File: src/hdl/nfrt_pkg.sv
// Shared types and constants for the neighbor pending-frame table.
// Used by the controller, the datapath and the top level; no dependencies.
package nfrt_pkg;

  // Opcodes carried on the input tuser.
  localparam logic [1:0] OP_ADD     = 2'd0;
  localparam logic [1:0] OP_RESOLVE = 2'd1;
  localparam logic [1:0] OP_UNREACH = 2'd2;

  // Result kinds carried on the output tuser.
  localparam logic [1:0] KIND_SEND  = 2'd0;
  localparam logic [1:0] KIND_ERROR = 2'd1;
  localparam logic [1:0] KIND_DROP  = 2'd2;

  // Fixed field widths of the stream payloads.
  localparam int ADDR_W    = 64;
  localparam int MAC_W     = 48;
  localparam int PORT_TAG_W = 8;
  localparam int IN_DATA_W  = 184;
  localparam int OUT_DATA_W = 56;

  // At most this many matches are reported per input beat.
  localparam int MAX_RESULTS = 16;
  localparam int RES_CNT_W   = $clog2(MAX_RESULTS);

  // Commands from the controller to the datapath.
  typedef struct packed {
    logic latch;       // capture the accepted input beat
    logic capture;     // register the match vector of the latched address
    logic write_add;   // store the latched entry
    logic emit_match;  // output the newest match and remove it
    logic emit_drop;   // output the newest entry as dropped
    logic last;        // tlast of the emitted result
  } ctrl_cmd_t;

  // Status from the datapath to the controller.
  typedef struct packed {
    logic full;        // table holds CAPACITY entries
    logic any_match;   // at least one match left
    logic more_match;  // another match remains besides the newest one
  } dp_status_t;

endpackage

File: src/hdl/neighbor_pending_frame_table.sv
// Top level of the neighbor pending-frame table: stream ports, controller
// and datapath. Depends on nfrt_pkg, nfrt_ctrl and nfrt_dp.
//
//   channel  direction  handshake          payload
//   s_*      in         s_tvalid/s_tready  tuser opcode; tdata addresses, tag, MAC
//   m_*      out        m_tvalid/m_tready  tuser kind; tdata tag, MAC; tlast
//
// An add passes through the add state; a resolve or unreachable event passes
// through the match state and the emit state, which removes one reported frame
// per cycle while the output is free. An unused-opcode beat goes back to idle.
// A new beat is taken only when the previous one is finished; the output
// register lets the last result wait while the next beat is accepted.
// Output stalls hold the result loop. Reset (rst, synchronous) empties the table.
module neighbor_pending_frame_table #(
  parameter int CAPACITY  = 16,
  parameter int TAG_WIDTH = 8
) (
  input  logic                               clk,
  input  logic                               rst,
  input  logic                               s_tvalid,
  output logic                               s_tready,
  // addr_high [63:0], addr_low [127:64], frame_tag [135:128], mac_addr [183:136]
  input  logic [nfrt_pkg::IN_DATA_W-1:0]     s_tdata,
  // opcode [1:0]
  input  logic [1:0]                         s_tuser,
  output logic                               m_tvalid,
  input  logic                               m_tready,
  // out_tag [7:0], dest_mac [55:8]
  output logic [nfrt_pkg::OUT_DATA_W-1:0]    m_tdata,
  // kind [1:0]
  output logic [1:0]                         m_tuser,
  output logic                               m_tlast
);
  import nfrt_pkg::*;

  ctrl_cmd_t             cmd;
  dp_status_t            sts;
  logic [PORT_TAG_W-1:0] out_tag;
  logic [MAC_W-1:0]      out_mac;

  nfrt_ctrl u_ctrl (
    .clk       (clk),
    .rst       (rst),
    .in_valid  (s_tvalid),
    .in_op     (s_tuser),
    .in_ready  (s_tready),
    .out_valid (m_tvalid),
    .out_ready (m_tready),
    .sts       (sts),
    .cmd       (cmd)
  );

  nfrt_dp #(
    .CAPACITY  (CAPACITY),
    .TAG_WIDTH (TAG_WIDTH)
  ) u_dp (
    .clk          (clk),
    .rst          (rst),
    .in_op        (s_tuser),
    .in_addr_high (s_tdata[63:0]),
    .in_addr_low  (s_tdata[127:64]),
    .in_tag       (s_tdata[135:128]),
    .in_mac       (s_tdata[183:136]),
    .cmd          (cmd),
    .sts          (sts),
    .out_kind     (m_tuser),
    .out_tag      (out_tag),
    .out_mac      (out_mac),
    .out_last     (m_tlast)
  );

  assign m_tdata = {out_mac, out_tag};

  // A beat with a used opcode keeps the input closed in the next cycle.
  a_busy_after_accept: assert property (@(posedge clk) disable iff (rst)
    s_tvalid && s_tready &&
    (s_tuser == OP_ADD || s_tuser == OP_RESOLVE || s_tuser == OP_UNREACH) |=> !s_tready)
    else $error("input ready stayed high after an accepted beat");

  // A drop is always the only result of its add.
  a_drop_is_last: assert property (@(posedge clk) disable iff (rst)
    m_tvalid && (m_tuser == KIND_DROP) |-> m_tlast)
    else $error("drop result without tlast");

  // Only send results carry a MAC.
  a_mac_only_on_send: assert property (@(posedge clk) disable iff (rst)
    m_tvalid && (m_tuser != KIND_SEND) |-> (m_tdata[55:8] == '0))
    else $error("non-send result carries a MAC");

  // An emit command always raises the output valid flag.
  a_emit_sets_valid: assert property (@(posedge clk) disable iff (rst)
    (cmd.emit_match || cmd.emit_drop) |=> m_tvalid)
    else $error("emitted result not presented");

endmodule

File: src/hdl/nfrt_ctrl.sv
// Controller state machine of the neighbor pending-frame table.
// Depends on nfrt_pkg for the opcodes and the command/status structs.
module nfrt_ctrl (
  input  logic                   clk,
  input  logic                   rst,
  input  logic                   in_valid,
  input  logic [1:0]             in_op,
  output logic                   in_ready,
  output logic                   out_valid,
  input  logic                   out_ready,
  input  nfrt_pkg::dp_status_t   sts,
  output nfrt_pkg::ctrl_cmd_t    cmd
);
  import nfrt_pkg::*;

  typedef enum logic [1:0] {
    ST_IDLE,
    ST_ADD,
    ST_MATCH,
    ST_EMIT
  } state_t;

  state_t               state;
  state_t               state_next;
  logic [RES_CNT_W-1:0] res_cnt;
  logic                 out_free;

  // The output register can take a new beat when empty or being drained.
  assign out_free = !out_valid || out_ready;
  assign in_ready = (state == ST_IDLE);

  // Next state and datapath commands.
  always_comb begin
    state_next = state;
    cmd        = '0;
    case (state)
      ST_IDLE: begin
        if (in_valid) begin
          cmd.latch = 1'b1;
          case (in_op)
            OP_ADD:                 state_next = ST_ADD;
            OP_RESOLVE, OP_UNREACH: state_next = ST_MATCH;
            default:                state_next = ST_IDLE;
          endcase
        end
      end
      ST_ADD: begin
        // A full table first gives up its newest entry as a drop result.
        if (!sts.full) begin
          cmd.write_add = 1'b1;
          state_next    = ST_IDLE;
        end else if (out_free) begin
          cmd.write_add = 1'b1;
          cmd.emit_drop = 1'b1;
          cmd.last      = 1'b1;
          state_next    = ST_IDLE;
        end
      end
      ST_MATCH: begin
        cmd.capture = 1'b1;
        state_next  = ST_EMIT;
      end
      ST_EMIT: begin
        if (!sts.any_match) begin
          state_next = ST_IDLE;
        end else if (out_free) begin
          cmd.emit_match = 1'b1;
          cmd.last = !sts.more_match || (res_cnt == RES_CNT_W'(MAX_RESULTS - 1));
          if (cmd.last) begin
            state_next = ST_IDLE;
          end
        end
      end
      default: state_next = ST_IDLE;
    endcase
  end

  // State, result counter and output valid flag.
  always_ff @(posedge clk) begin
    if (rst) begin
      state     <= ST_IDLE;
      res_cnt   <= '0;
      out_valid <= 1'b0;
    end else begin
      state <= state_next;
      if (cmd.latch) begin
        res_cnt <= '0;
      end else if (cmd.emit_match) begin
        res_cnt <= res_cnt + 1'b1;
      end
      if (cmd.emit_match || cmd.emit_drop) begin
        out_valid <= 1'b1;
      end else if (out_ready) begin
        out_valid <= 1'b0;
      end
    end
  end

endmodule

File: src/hdl/nfrt_dp.sv
// Datapath of the neighbor pending-frame table: entry store, parallel address
// compare, newest-match encoder and the output register. Depends on nfrt_pkg.
module nfrt_dp #(
  parameter int CAPACITY  = 16,
  parameter int TAG_WIDTH = 8
) (
  input  logic                                clk,
  input  logic                                rst,
  input  logic [1:0]                          in_op,
  input  logic [nfrt_pkg::ADDR_W-1:0]         in_addr_high,
  input  logic [nfrt_pkg::ADDR_W-1:0]         in_addr_low,
  input  logic [nfrt_pkg::PORT_TAG_W-1:0]     in_tag,
  input  logic [nfrt_pkg::MAC_W-1:0]          in_mac,
  input  nfrt_pkg::ctrl_cmd_t                 cmd,
  output nfrt_pkg::dp_status_t                sts,
  output logic [1:0]                          out_kind,
  output logic [nfrt_pkg::PORT_TAG_W-1:0]     out_tag,
  output logic [nfrt_pkg::MAC_W-1:0]          out_mac,
  output logic                                out_last
);
  import nfrt_pkg::*;

  localparam int IDX_W     = $clog2(CAPACITY);
  localparam int CNT_W     = $clog2(CAPACITY + 1);
  localparam int TAG_EXT_W = (TAG_WIDTH > PORT_TAG_W) ? TAG_WIDTH : PORT_TAG_W;

  // Entries: slot 0 is the oldest, slot count-1 the newest.
  logic [ADDR_W-1:0]    key_upper [CAPACITY];
  logic [ADDR_W-1:0]    key_lower [CAPACITY];
  logic [TAG_WIDTH-1:0] entry_tag [CAPACITY];
  logic [CNT_W-1:0]     count;

  // Latched input beat.
  logic [1:0]           op_q;
  logic [ADDR_W-1:0]    hi_q;
  logic [ADDR_W-1:0]    lo_q;
  logic [TAG_WIDTH-1:0] tag_q;
  logic [MAC_W-1:0]     mac_q;

  logic [CAPACITY-1:0]  match;
  logic [CAPACITY-1:0]  cmp;
  logic [CAPACITY-1:0]  hit_onehot;
  logic [IDX_W-1:0]     hit_idx;
  logic [IDX_W-1:0]     wr_idx;
  logic                 full;
  logic [TAG_EXT_W-1:0] hit_tag_ext;
  logic [TAG_EXT_W-1:0] drop_tag_ext;

  assign full = (count == CNT_W'(CAPACITY));

  // Hold the accepted beat for the following cycles.
  always_ff @(posedge clk) begin
    if (cmd.latch) begin
      op_q  <= in_op;
      hi_q  <= in_addr_high;
      lo_q  <= in_addr_low;
      tag_q <= TAG_EXT_W'(in_tag) >> 0 == '0 ? '0 : TAG_WIDTH'(TAG_EXT_W'(in_tag));
      mac_q <= in_mac;
    end
  end

  // Full 128-bit compare against every occupied slot.
  always_comb begin
    for (int i = 0; i < CAPACITY; i++) begin
      cmp[i] = (CNT_W'(i) < count) && (key_upper[i] == hi_q) && (key_lower[i] == lo_q);
    end
  end

  // The newest pending match is the highest set bit.
  always_comb begin
    hit_idx = '0;
    for (int i = 0; i < CAPACITY; i++) begin
      if (match[i]) begin
        hit_idx = IDX_W'(i);
      end
    end
  end

  assign hit_onehot = {{(CAPACITY - 1){1'b0}}, 1'b1} << hit_idx;

  assign sts.full       = full;
  assign sts.any_match  = |match;
  assign sts.more_match = |(match & ~hit_onehot);

  // Match vector: loaded once, then one bit retired per result.
  always_ff @(posedge clk) begin
    if (cmd.capture) begin
      match <= cmp;
    end else if (cmd.emit_match) begin
      match <= match & ~hit_onehot;
    end
  end

  // A full table overwrites its newest slot; otherwise append.
  assign wr_idx = full ? IDX_W'(CAPACITY - 1) : count[IDX_W-1:0];

  // Entry store: removal shifts newer slots down by one, add writes one slot.
  always_ff @(posedge clk) begin
    if (cmd.emit_match) begin
      for (int j = 0; j < CAPACITY - 1; j++) begin
        if (IDX_W'(j) >= hit_idx) begin
          key_upper[j] <= key_upper[j + 1];
          key_lower[j] <= key_lower[j + 1];
          entry_tag[j] <= entry_tag[j + 1];
        end
      end
    end
    if (cmd.write_add) begin
      key_upper[wr_idx] <= hi_q;
      key_lower[wr_idx] <= lo_q;
      entry_tag[wr_idx] <= tag_q;
    end
  end

  // Entry count; a drop and the add that comes with it leave it unchanged.
  always_ff @(posedge clk) begin
    if (rst) begin
      count <= '0;
    end else if (cmd.emit_match) begin
      count <= count - 1'b1;
    end else if (cmd.write_add && !full) begin
      count <= count + 1'b1;
    end
  end

  assign hit_tag_ext  = TAG_EXT_W'(entry_tag[hit_idx]);
  assign drop_tag_ext = TAG_EXT_W'(entry_tag[CAPACITY - 1]);

  // Output register.
  always_ff @(posedge clk) begin
    if (cmd.emit_drop) begin
      out_kind <= KIND_DROP;
      out_tag  <= drop_tag_ext[PORT_TAG_W-1:0];
      out_mac  <= '0;
      out_last <= cmd.last;
    end else if (cmd.emit_match) begin
      out_kind <= (op_q == OP_RESOLVE) ? KIND_SEND : KIND_ERROR;
      out_tag  <= hit_tag_ext[PORT_TAG_W-1:0];
      out_mac  <= (op_q == OP_RESOLVE) ? mac_q : '0;
      out_last <= cmd.last;
    end
  end

endmodule

File: config.mk
export PLATFORM = sky130hd
export DESIGN_NAME = neighbor_pending_frame_table
export DESIGN_NICKNAME = d
export VERILOG_FILES = /design/src/hdl/nfrt_pkg.sv /design/src/hdl/neighbor_pending_frame_table.sv /design/src/hdl/nfrt_ctrl.sv /design/src/hdl/nfrt_dp.sv
export SDC_FILE = /design/constraint.sdc
export NUM_CORES = 2
export LEC_CHECK = 0
export ABC_AREA = 1
export BUFFER_PORTS_ARGS = -buffer_cell sky130_fd_sc_hd__buf_2
export CORE_UTILIZATION = 55
export DETAILED_ROUTE_END_ITERATION = 6
export PLACE_DENSITY = 0.8
export SLEW_MARGIN = 20
export SYNTH_ARGS = -nofsm -noshare
export SYNTH_HDL_FRONTEND = slang
export SYNTH_SLANG_ARGS = --single-unit
export TNS_END_PERCENT = 5
File: constraint.sdc
create_clock -name clk -period 49.5 [get_ports clk]
set_input_delay 0 -clock clk [delete_from_list [all_inputs] [get_ports clk]]
set_output_delay 0 -clock clk [all_outputs]
set_load 0.005 [all_outputs]
==> reports/metrics.yaml <==
logic_synthesis:
  synth_area_leaders: "edfxtp_1, o21ai_0, nand2_1"
  synth_top_area_frac: 0.5880
  yosys_warnings: 0
  ys_ff_latch: 2449
  ys_seq_area_frac: 0.5982
  synth_top_area_cell: "edfxtp_1"
  syn_area_sq_mm: 0.1219
  synth_edf_count: 2387
  synth.distinct_cells: 59
  syn_avg_cell_area_sq_um: 10.28
  synthArstFlopShare: 0
  synth.most_common_cell: "nand2_1"
  synth_commonest_cells: "nand2_1, edfxtp_1, o21ai_0, xor2_1, clkbuf_1"
  ys.flop_type: "edfxtp_1"
  syn_nets: 12060
  synthCells: 11860
hold_path:
  hold_class: "in2reg"
  min_from: "s_tvalid"
  min_path_cells: 4
  holdPathEnd: "u_dp.hi_q[63]$_DFFE_PP_"
clock_network:
  clk_latency_ns: 1.00
  path_clk_slew_ns: 0.06
  cts_setup_buffers: 0
  clk_path_buf_depth: 4
  root_buffer: "clkbuf_16"
  clock_sinks: 2449
  cts_htree_levels: 5
  numCtsBuffers: 279
  cts_tree: "done"
place:
  placed_cells: 14430
  place_hpwl_um: 392700
  place_congestion: 1.140
  dpl-instance-area_sq_mm: 0.1258
  port_buffers: 250
setup_path:
  slowest_delay_ns: 0.70
  crit_type: "reg2reg"
  start_kind: "flip-flop"
  r2r_end: "u_dp.key_lower[2][63]$_DFFE_PP_"
  cp_data_required_time_ns: 50.03
  cp.buffers_inverters: 6
  crit_chain: "nor2_2 -> nand2_1 -> nor2_2 -> inv_2 -> nor2_2 -> nand2_1 -> nand2_1 -> nor2_4 -> buf_4 -> inv_2 -> nor2_1 -> inv_2 -> nor2_1 -> nand2_1 -> o21ai_4 -> buf_4 -> buf_4"
  rr_startpoint: "u_dp.match[15]$_DFFE_PP_"
  cp_slowest_cell: "buf_4"
  cpMostUsedCell: "nand2_1"
  ff2ff_path_depth: 17
  cp_max_fo: 58
  r2r_slack_ns: 43.82
  cp.arrival_ns: 6.21
  end_kind: "flip-flop"
  cp_top_family: "buffers and inverters"
global_route:
  grt_pass1_wl_um: 733500
  grt_max_degree: 189
  gr-total-overflow: 0
  use_met2: 0.6797
  use_met1: 0.6229
  antenna_found_initial: 82
  grt_pass1_vias: 94450
  track_usage: 0.4710
  met3_usage: 0.1357
  top_usage_layer: "met2"
finish:
  final_cells: 15330
  drive_above_1_share: 0.09710
  nNetsFinal: 12340
  fin_area_sq_mm: 0.1383
  area_growth_pct: 13.41
timing:
  skew_ns: 0.09238
  setup_viol: 0
  fmax_ghz: 0.1760
  relSlewSlack: 0.05676
  period_share: 0.1148
  rsz0062_at_grt: "no"
  worst-slew-pin-transition_ns: 1.410
  period_needed_ns: 5.682
  drv_slew: 0
  hold_viol: 0
  setup_tns_ns: 0
floorplan:
  num_rows: 172
  ios: 251
  fp.dieW_um: 472.8
  core_area_sq_mm: 0.2199
  fp.dieH_um: 472.8
  die_area_sq_mm: 0.2235
  start_util: 0.5543
routing:
  viasPerCell: 6.709
  drcViolationCount: 0
  finalWirelength_um: 535200
  drt_iter0_drc: 17140
  via_count: 102900
  wl_per_cell_um: 34.90
  first_pass_iters: 7
  postRouteAntennaNets: 0
power:
  vdd_ir_drop_max_uv: 48.06
  p_leak_nw: 51.71
  p_per_area_mw_per_mm2: 38.02
outcome:
  outcome: "finished clean"
run:
  maxCapViolations: 0
-- routing by layer --
layer  part of all wire  vias to the layer above
li1                   -                    42280
met1               0.36                    50320
met2               0.42                     8699
met3               0.14                     1538
met4              0.079                       46
met5            0.00053                        -
-- cell families (layout without fill, tap and decap cells) --
family          Yosys count  after routing  synth area share
other cells               0             48                 0
compound gates         2726           2726            0.1203
xor+xnor               1301           1301           0.09347
simple gates           4097           4097            0.1442
flops                  2449           2449            0.5982
buf+inv                1281           1748           0.04319
fa+ha+maj                 7              7         0.0007184
-- layout by cell type (no fill, tap or decap), drive strengths merged, types with 137 or more instances in the layout --
| master | count |
|---|---|
| xor2 | 774 |
| inv | 280 |
| nand3 | 268 |
| or2 | 149 |
| nand4 | 216 |
| edfxtp | 2387 |
| nor4 | 256 |
| nor2 | 242 |
| nand2 | 2853 |
| buf | 589 |
| clkbuf | 341 |
| clkinv | 137 |
| dlygate4sd3 | 380 |
| o21ai | 2313 |
| xnor2 | 527 |
-- timing repair --
action | in CTS | in global routing
endpoints found under the hold margin | 232 | 0
resized for setup | 0 | 0
endpoints found under the setup margin | 0 | 0
hold buffers | 380 | 0
-- report_power, final --
part	leakage [nW]	total, mW	internal, mW	switching, mW
clock	4.15	2.01	1.14	0.864
combinational	25.4	0.784	0.214	0.569
sequential	22.1	2.46	2.38	0.0841
-- area by class of cell --
class                   count  area [sq um]
fillers                 16890         81690
flip-flops and latches   2449         72920
multi-input cells        8131         44220
repair buffers            969          7682
clock buffers             341          7372
well taps                2958          3701
inverters                 308          1159
clock inverters           130          1080
diodes                     48         120.1
-- worst max path at each step --
stage                             startpoint                              end  slack [ns]  cells past startpoint
floorplan            u_dp.match[3]$_DFFE_PP_  u_dp.entry_tag[12][0]$_DFFE_PP_       31.60                     11
global placement    u_dp.match[15]$_DFFE_PP_  u_dp.key_lower[2][59]$_DFFE_PP_       44.13                     17
detailed placement  u_dp.match[15]$_DFFE_PP_  u_dp.key_lower[2][63]$_DFFE_PP_       44.06                     17
CTS                 u_dp.match[15]$_DFFE_PP_  u_dp.key_lower[2][63]$_DFFE_PP_       44.01                     17
global route        u_dp.match[15]$_DFFE_PP_   u_dp.key_upper[2][1]$_DFFE_PP_       43.60                     17
finish              u_dp.match[15]$_DFFE_PP_  u_dp.key_lower[2][63]$_DFFE_PP_       43.82                     17
-- through the flow --
stage	setup slack (ns)	hold WS [ns]	util	total power [mW]
floorplan	31.60	0.06907	-	2.903
global placement	44.13	0.1759	0.5716	3.197
detailed placement	44.06	0.1781	0.5720	3.216
CTS	44.01	0.08768	0.6277	5.200
global route	43.60	0.1455	0.6281	5.341
finish	43.82	0.1480	0.6286	5.256
-- worst min-delay path, delay by kind of cell --
family                 cells  cell delay, ns
and+or+nand+nor            1            0.10
buffers and inverters      3            0.79
-- state kept, by name, summed over array words and instances (netlist names) --
register / cells
u_dp.out_kind: 2
u_ctrl.out_valid: 1
u_dp.out_last: 1
u_dp.match: 16
u_dp.tag_q: 8
u_ctrl.state: 2
u_dp.mac_q: 48
u_dp.out_mac: 48
u_dp.op_q: 2
u_dp.key_upper: 1024
u_dp.out_tag: 8
u_dp.key_lower: 1024
u_dp.lo_q: 64
u_dp.hi_q: 64
u_dp.entry_tag: 128
u_ctrl.res_cnt: 4
u_dp.count: 5
Note: power is estimated with default switching activity, not from simulation.
